File: config.mk
export PLATFORM = sky130hd
export DESIGN_NAME = susi_cell
export DESIGN_NICKNAME = d
export VERILOG_FILES = /design/src/hw/rtl/sorted_unique_set_insert_top_macros.svh /design/src/hw/rtl/susi_pkg.sv /design/src/hw/rtl/susi_cell.sv
export SDC_FILE = /design/constraint.sdc
export NUM_CORES = 1
export LEC_CHECK = 0
export ABC_AREA = 1
export BUFFER_PORTS_ARGS = -buffer_cell sky130_fd_sc_hd__clkbuf_2
export CORE_UTILIZATION = 25
export CTS_CLUSTER_SIZE = 10
export DETAILED_ROUTE_END_ITERATION = 16
export MAX_ROUTING_LAYER = met4
export PLACE_DENSITY = 0.43
export RECOVER_POWER = 50
export SETUP_SLACK_MARGIN = 0.2
export SYNTH_ARGS = -nofsm -noshare
export SYNTH_HDL_FRONTEND = slang
export SYNTH_SLANG_ARGS = --single-unit
File: constraint.sdc
create_clock -name aclk -period 7.5 [get_ports aclk]
set_clock_uncertainty 0.05 [all_clocks]
set_input_delay 0.375 -clock aclk [delete_from_list [all_inputs] [get_ports aclk]]
set_output_delay 0.375 -clock aclk [all_outputs]
set_load 0.05 [all_outputs]
File: src/hw/rtl/sorted_unique_set_insert_top_macros.svh
// Assertion helpers used by the sorted set top module.
`ifndef SORTED_UNIQUE_SET_INSERT_TOP_MACROS_SVH
`define SORTED_UNIQUE_SET_INSERT_TOP_MACROS_SVH

// Same-cycle implication, checked on every rising edge out of reset.
`define SUSI_ASSERT_IMPLY(lbl, ante, cons, msg) \
    lbl: assert property (@(posedge aclk) disable iff (!aresetn) (ante) |-> (cons)) \
        else $error(msg);

// Next-cycle implication.
`define SUSI_ASSERT_NEXT(lbl, ante, cons, msg) \
    lbl: assert property (@(posedge aclk) disable iff (!aresetn) (ante) |=> (cons)) \
        else $error(msg);

`endif

File: src/hw/rtl/susi_pkg.sv
package susi_pkg;

    localparam logic [63:0] SIGN_BIT       = 64'h8000_0000_0000_0000;
    localparam logic [63:0] ABS_MASK       = 64'h7FFF_FFFF_FFFF_FFFF;
    localparam logic [63:0] EXP_ALL        = 64'h7FF0_0000_0000_0000;
    localparam logic [63:0] MINUS_ONE_BITS = 64'hBFF0_0000_0000_0000;

    typedef enum logic [2:0] {
        ST_INSERTED = 3'd0,
        ST_DUP      = 3'd1,
        ST_FULL     = 3'd2,
        ST_READ_OK  = 3'd3,
        ST_BAD_POS  = 3'd4
    } status_t;

    typedef enum logic {
        OP_INSERT = 1'b0,
        OP_READ   = 1'b1
    } op_t;

    typedef enum logic [1:0] {
        PH_SEARCH = 2'd0,
        PH_PUSH   = 2'd1,
        PH_DONE   = 2'd2
    } phase_t;

    // Token that walks the cell chain, one cell per cycle.
    typedef struct packed {
        logic        valid;
        op_t         op;
        phase_t      phase;
        logic        full;
        logic [63:0] carry;
        logic [6:0]  pos;
        logic [63:0] rdata;
        status_t     status;
    } tok_t;

    function automatic logic is_nan(input logic [63:0] b);
        return (b & ABS_MASK) > EXP_ALL;
    endfunction

    // Monotone unsigned key; both zeros map to one key.
    function automatic logic [63:0] order_key(input logic [63:0] b);
        logic [63:0] k;
        if ((b & ABS_MASK) == 64'd0) begin
            k = SIGN_BIT;
        end else if (b[63]) begin
            k = ~b;
        end else begin
            k = b | SIGN_BIT;
        end
        return k;
    endfunction

    function automatic logic fp_eq(input logic [63:0] a, input logic [63:0] b);
        return !is_nan(a) && !is_nan(b) && (order_key(a) == order_key(b));
    endfunction

    function automatic logic fp_lt(input logic [63:0] a, input logic [63:0] b);
        return !is_nan(a) && !is_nan(b) && (order_key(a) < order_key(b));
    endfunction

endpackage

File: src/hw/rtl/susi_cell.sv
module susi_cell #(
    parameter int CNT_W = 7,
    parameter int INDEX = 0
) (
    input  logic           aclk,
    input  logic           aresetn,
    input  logic [CNT_W-1:0] count,
    input  susi_pkg::tok_t tok_in,
    output susi_pkg::tok_t tok_out
);
    import susi_pkg::*;

    localparam int PW = (CNT_W > 7) ? CNT_W : 7;

    logic [63:0] data_reg;
    logic [63:0] data_next;
    tok_t        tok_reg;
    tok_t        tok_next;
    logic        occ;
    logic        pos_hit;

    assign occ     = CNT_W'(INDEX) < count;
    assign pos_hit = PW'(tok_in.pos) == PW'(INDEX + 1);

    always_comb begin
        tok_next  = tok_in;
        data_next = data_reg;
        if (tok_in.valid) begin
            if (tok_in.op == OP_INSERT) begin
                case (tok_in.phase)
                    PH_SEARCH: begin
                        if (occ) begin
                            if (fp_eq(data_reg, tok_in.carry)) begin
                                tok_next.phase  = PH_DONE;
                                tok_next.status = ST_DUP;
                            end else if (!tok_in.full && fp_lt(tok_in.carry, data_reg)) begin
                                // take the new value, push the old one onward
                                data_next      = tok_in.carry;
                                tok_next.carry = data_reg;
                                tok_next.phase = PH_PUSH;
                            end
                        end else if (!tok_in.full) begin
                            data_next       = tok_in.carry;
                            tok_next.phase  = PH_DONE;
                            tok_next.status = ST_INSERTED;
                        end
                    end
                    PH_PUSH: begin
                        data_next = tok_in.carry;
                        if (occ) begin
                            tok_next.carry = data_reg;
                        end else begin
                            tok_next.phase = PH_DONE;
                        end
                    end
                    default: ;
                endcase
            end else if (tok_in.phase == PH_SEARCH && occ && pos_hit) begin
                tok_next.rdata  = data_reg;
                tok_next.status = ST_READ_OK;
                tok_next.phase  = PH_DONE;
            end
        end
    end

    always_ff @(posedge aclk) begin
        data_reg <= data_next;
        if (!aresetn) begin
            tok_reg.valid <= 1'b0;
        end else begin
            tok_reg <= tok_next;
        end
    end

    assign tok_out = tok_reg;

endmodule

==> metrics list <==
* Met2 layer wire length in the routed design: 24,000 um
- In this run, CTS created clock tree buffers numbering 29.
- Final std cells w/o fill: about 3.0k
- Data required time at the worst endpoint: between 7 and 8 ns
- Setup violations remaining at the end of the flow were counted as 0.
- Share of the cycle needed by the critical path after routing: 76.6%
- In the detailed route, the total length drawn on met3 is between 2000 and 3000 um.
- Clock latency on the worst-skew pair, taken at its later pin, is approximately 0.57 ns.
- From synthesis to final layout, the design area changed by 21.3%.
* Total of buffers placed on input and output ports: 294
- Of the synthesized area, sequential elements account for between 40% and 50%.
- Maxcap violations: 1
* Hold Fails Final Rpt: 0
- During synthesis, Yosys emitted a total of 0 warnings.
* Crit path largest cell delay: ~0.65 ns
* Hold Path Class: primary input to flop
- STA classifies the critical path endpoint as a flop.
* Antenna-violating nets left: 0
- After detailed routing, the number of remaining DRC violations is 0.
- After technology mapping, the gate count stands at approximately 2.0k.
* Fin crit period: 5.74 ns
- Total nets after synthesis: roughly 2.2k
- At the end of routability-driven placement, the weighted congestion stood at around 0.78.
- The via count of the first global-routing pass was between 10k and 15k.
* Row count: 87
* Number of primary I/O pins: about 300
- Peak supply drop: roughly 0.16 mV
* WS Path Type: primary input to flop
* Leak pwr: around 7.8 nW
- The max-slew violation count was 79.
- At the pin with the least slew margin, the transition time is around 5 ns.
- Highest achievable clock rate: around 170 MHz
- Detailed router's first-iteration violation count: a little over 800
* Flip-flop count of the largest register after layout: about 140
- The detailed router placed 13.8k vias in this run.
* Setup TNS: 0 ns
- After detailed routing, the average wire length per cell comes to approximately 17 um.
- The worst pin sits at a relative slew slack of -232%.
- Number of library cell types mapped by synthesis: 34
* Antenna violations before repair: 8
- Die footprint: 58,100 sq um
- From left edge to right edge, the die measures ~240 um.
- For this design, the slowest cell found on the critical path is inv_2.
* Depth of the CTS H-tree: 1
* Total global routing overflow: 0
- Data on the critical path arrives at its endpoint at 6.01 ns.
* Overall routing resource usage: between 10% and 20%
- The design draws 0.00340 W.
- Reg clk slew, reported paths: 0.06 ns
- Number of buffers between clock root and the deepest sink: 3
- Area fraction of the dominant cell type after synthesis: between 40% and 50%
- Of all nets on the critical path, the largest fanout is 43.
- Counting flops and latches in the post-synthesis netlist gives 207.
- Ranked by total cell area, the synthesized netlist is headed by edfxtp_1, nand2_1, nor2_1, ha_1, nand3_1.
* Violations in the final reports: max-capacitance violations, max-slew violations
- HPWL Detailed: ~34,000 um
* Dominant cell type by count on the critical path: nand2_1
* CTS tree: yes
* Cell area after placement: about 16,000 sq um
- Each instance of the synthesized netlist takes up on average approximately 7.3 sq um.
- Drt pass-1 iters: 5
- Run status: complete, but fails checks
- Including well taps, the total number of placed cells is 2,911.
- Post-CTS repair timing setup buffer count: 0
* Total of hold buffers inserted after clock tree synthesis: 31
- Netlist Area Pre-Place: between 10,000 and 15,000 sq um
- Global-route wire length before repair: 77,200 um
* Master cell of the clock root buffer: clkbuf_16
* Uppermost layer routed: met4
- Number of gates given a new drive strength after cts: 0
- Initial core utilization: about a quarter
* Sink count of the clock tree: between 200 and 250
- The post-route netlist has 7.88% of its cells at a drive strength greater than 1.
- The region available for standard cell placement spans roughly 56,000 sq um.
- Setup repair after global routing left no endpoint under its margin.
- Largest net degree at the start of global routing: approximately 110
* Critical Path Source Type: primary input
- Non-Filler Cell Area, Final: 17,300 sq um
- Routed wire length: just over 50,000 um
- For this block, wires on met1 add up to 23,300 um.
- Floorplan die height: about 240 um
- Cell area power density: slightly below 200 nW/um^2
- Net count reported at finish: roughly 2.4k
- The synthesized design spends more area on one cell type than any other, namely edfxtp_1.
* Routed via count divided by cell count: between 4 and 5
==> layout make-up <==
type	instances	area, sq um
Antenna cell	6	15.0
Clock buffer	32	737
Clock inverter	16	130
Fill cell	6211	39200
Inverter	179	672
Multi-Input combinational cell	1458	6970
Sequential cell	207	6210
Tap cell	756	946
Timing Repair Buffer	342	1660
==> synth_stat cells (all sizes together) <==
master and instances:
a21o 2, nor4 3, nand3 141, xnor2 1, inv 179, buf 31
o21a 1, a21oi 115, a31oi 1, nor3b 1, clkbuf 85, o22ai 1
nand3b 2, edfxtp 206, o21ai 139, nor3 9, o311ai 1, ha 64
dfxtp 1, nor2 246, o2111ai 1, nand2 656, o211ai 64, nand4 10
==> logic make-up (layout without fill, tap and decap cells) <==
kind of cell    count (synthesis)  in the layout  synth area share, %
xor+xnor                        1              1               0.0613
compound gates                325            325                 12.6
buf+inv                       295            569                 8.34
flops                         207            207                 43.4
fa+ha+maj                      64             64                 5.60
other cells                     0              6                    0
simple gates                 1068           1068                 30.0
==> where the power goes <==
part           switching, W  total (W)  internal (W)
clock              0.000549    0.00131      0.000763
combinational      0.000526   0.000704      0.000177
sequential        0.0000252    0.00138       0.00136
==> stage by stage <==
step	worst slack, ns	util, %	hold WS, ns
2_1_floorplan	1.03	-	0.418
3_3_place_gp	1.71	29.0	0.515
3_5_place_dp	1.66	29.0	0.521
4_1_cts	1.71	31.1	0.00151
5_1_grt	1.14	30.7	0.0203
6_report	1.76	30.7	0.0402
==> critical path: cells and delay by family <==
kind,cells,cell delay (ns)
AO/OA/AOI/OAI,3,0.39
adder cells (fa/ha/maj),1,0.32
AND/OR/NAND/NOR,16,2.34
buffers and inverters,7,2.49
==> path summary, 6_finish.rpt <==
check | depth (start not counted) | start | endpoint | slack, ns
worst min-delay path | 3 | tok_in[17] | tok_out[17] | 0.04
worst min register to register | 2 | data_reg[31] | tok_out[34] | 0.67
worst max register to register | 26 | data_reg[24] | tok_out[128] | 2.50
worst max-delay path | 27 | tok_in[122] | tok_out[128] | 1.76
==> cell usage in the layout, fill, tap and decap left out, types with 8 or more instances in the layout <==
| master | synthesis | routed |
|---|---|---|
| a21oi_1 | 115 | 114 |
| nand2_1 | 655 | 653 |
| nand3_1 | 138 | 137 |
| o21ai_0 | 138 | 138 |
| clkbuf_16 | 0 | 29 |
| inv_1 | 173 | 172 |
| ha_1 | 64 | 64 |
| o211ai_1 | 64 | 64 |
| dlygate4sd3_1 | 0 | 31 |
| nand4_1 | 10 | 10 |
| edfxtp_1 | 206 | 206 |
| clkbuf_2 | 0 | 95 |
| clkbuf_1 | 85 | 201 |
| nor3_1 | 8 | 8 |
| nor2_1 | 240 | 237 |
| buf_4 | 3 | 17 |
==> per-layer routing <==
metal | up-vias | GRT usage, %
met1 | 6405 | 22.8
met5 | - | -
met2 | 339 | 28.9
met4 | 0 | 3.82
li1 | 7000 | -
met3 | 55 | 3.24
Note: power is estimated with default switching activity, not from simulation.
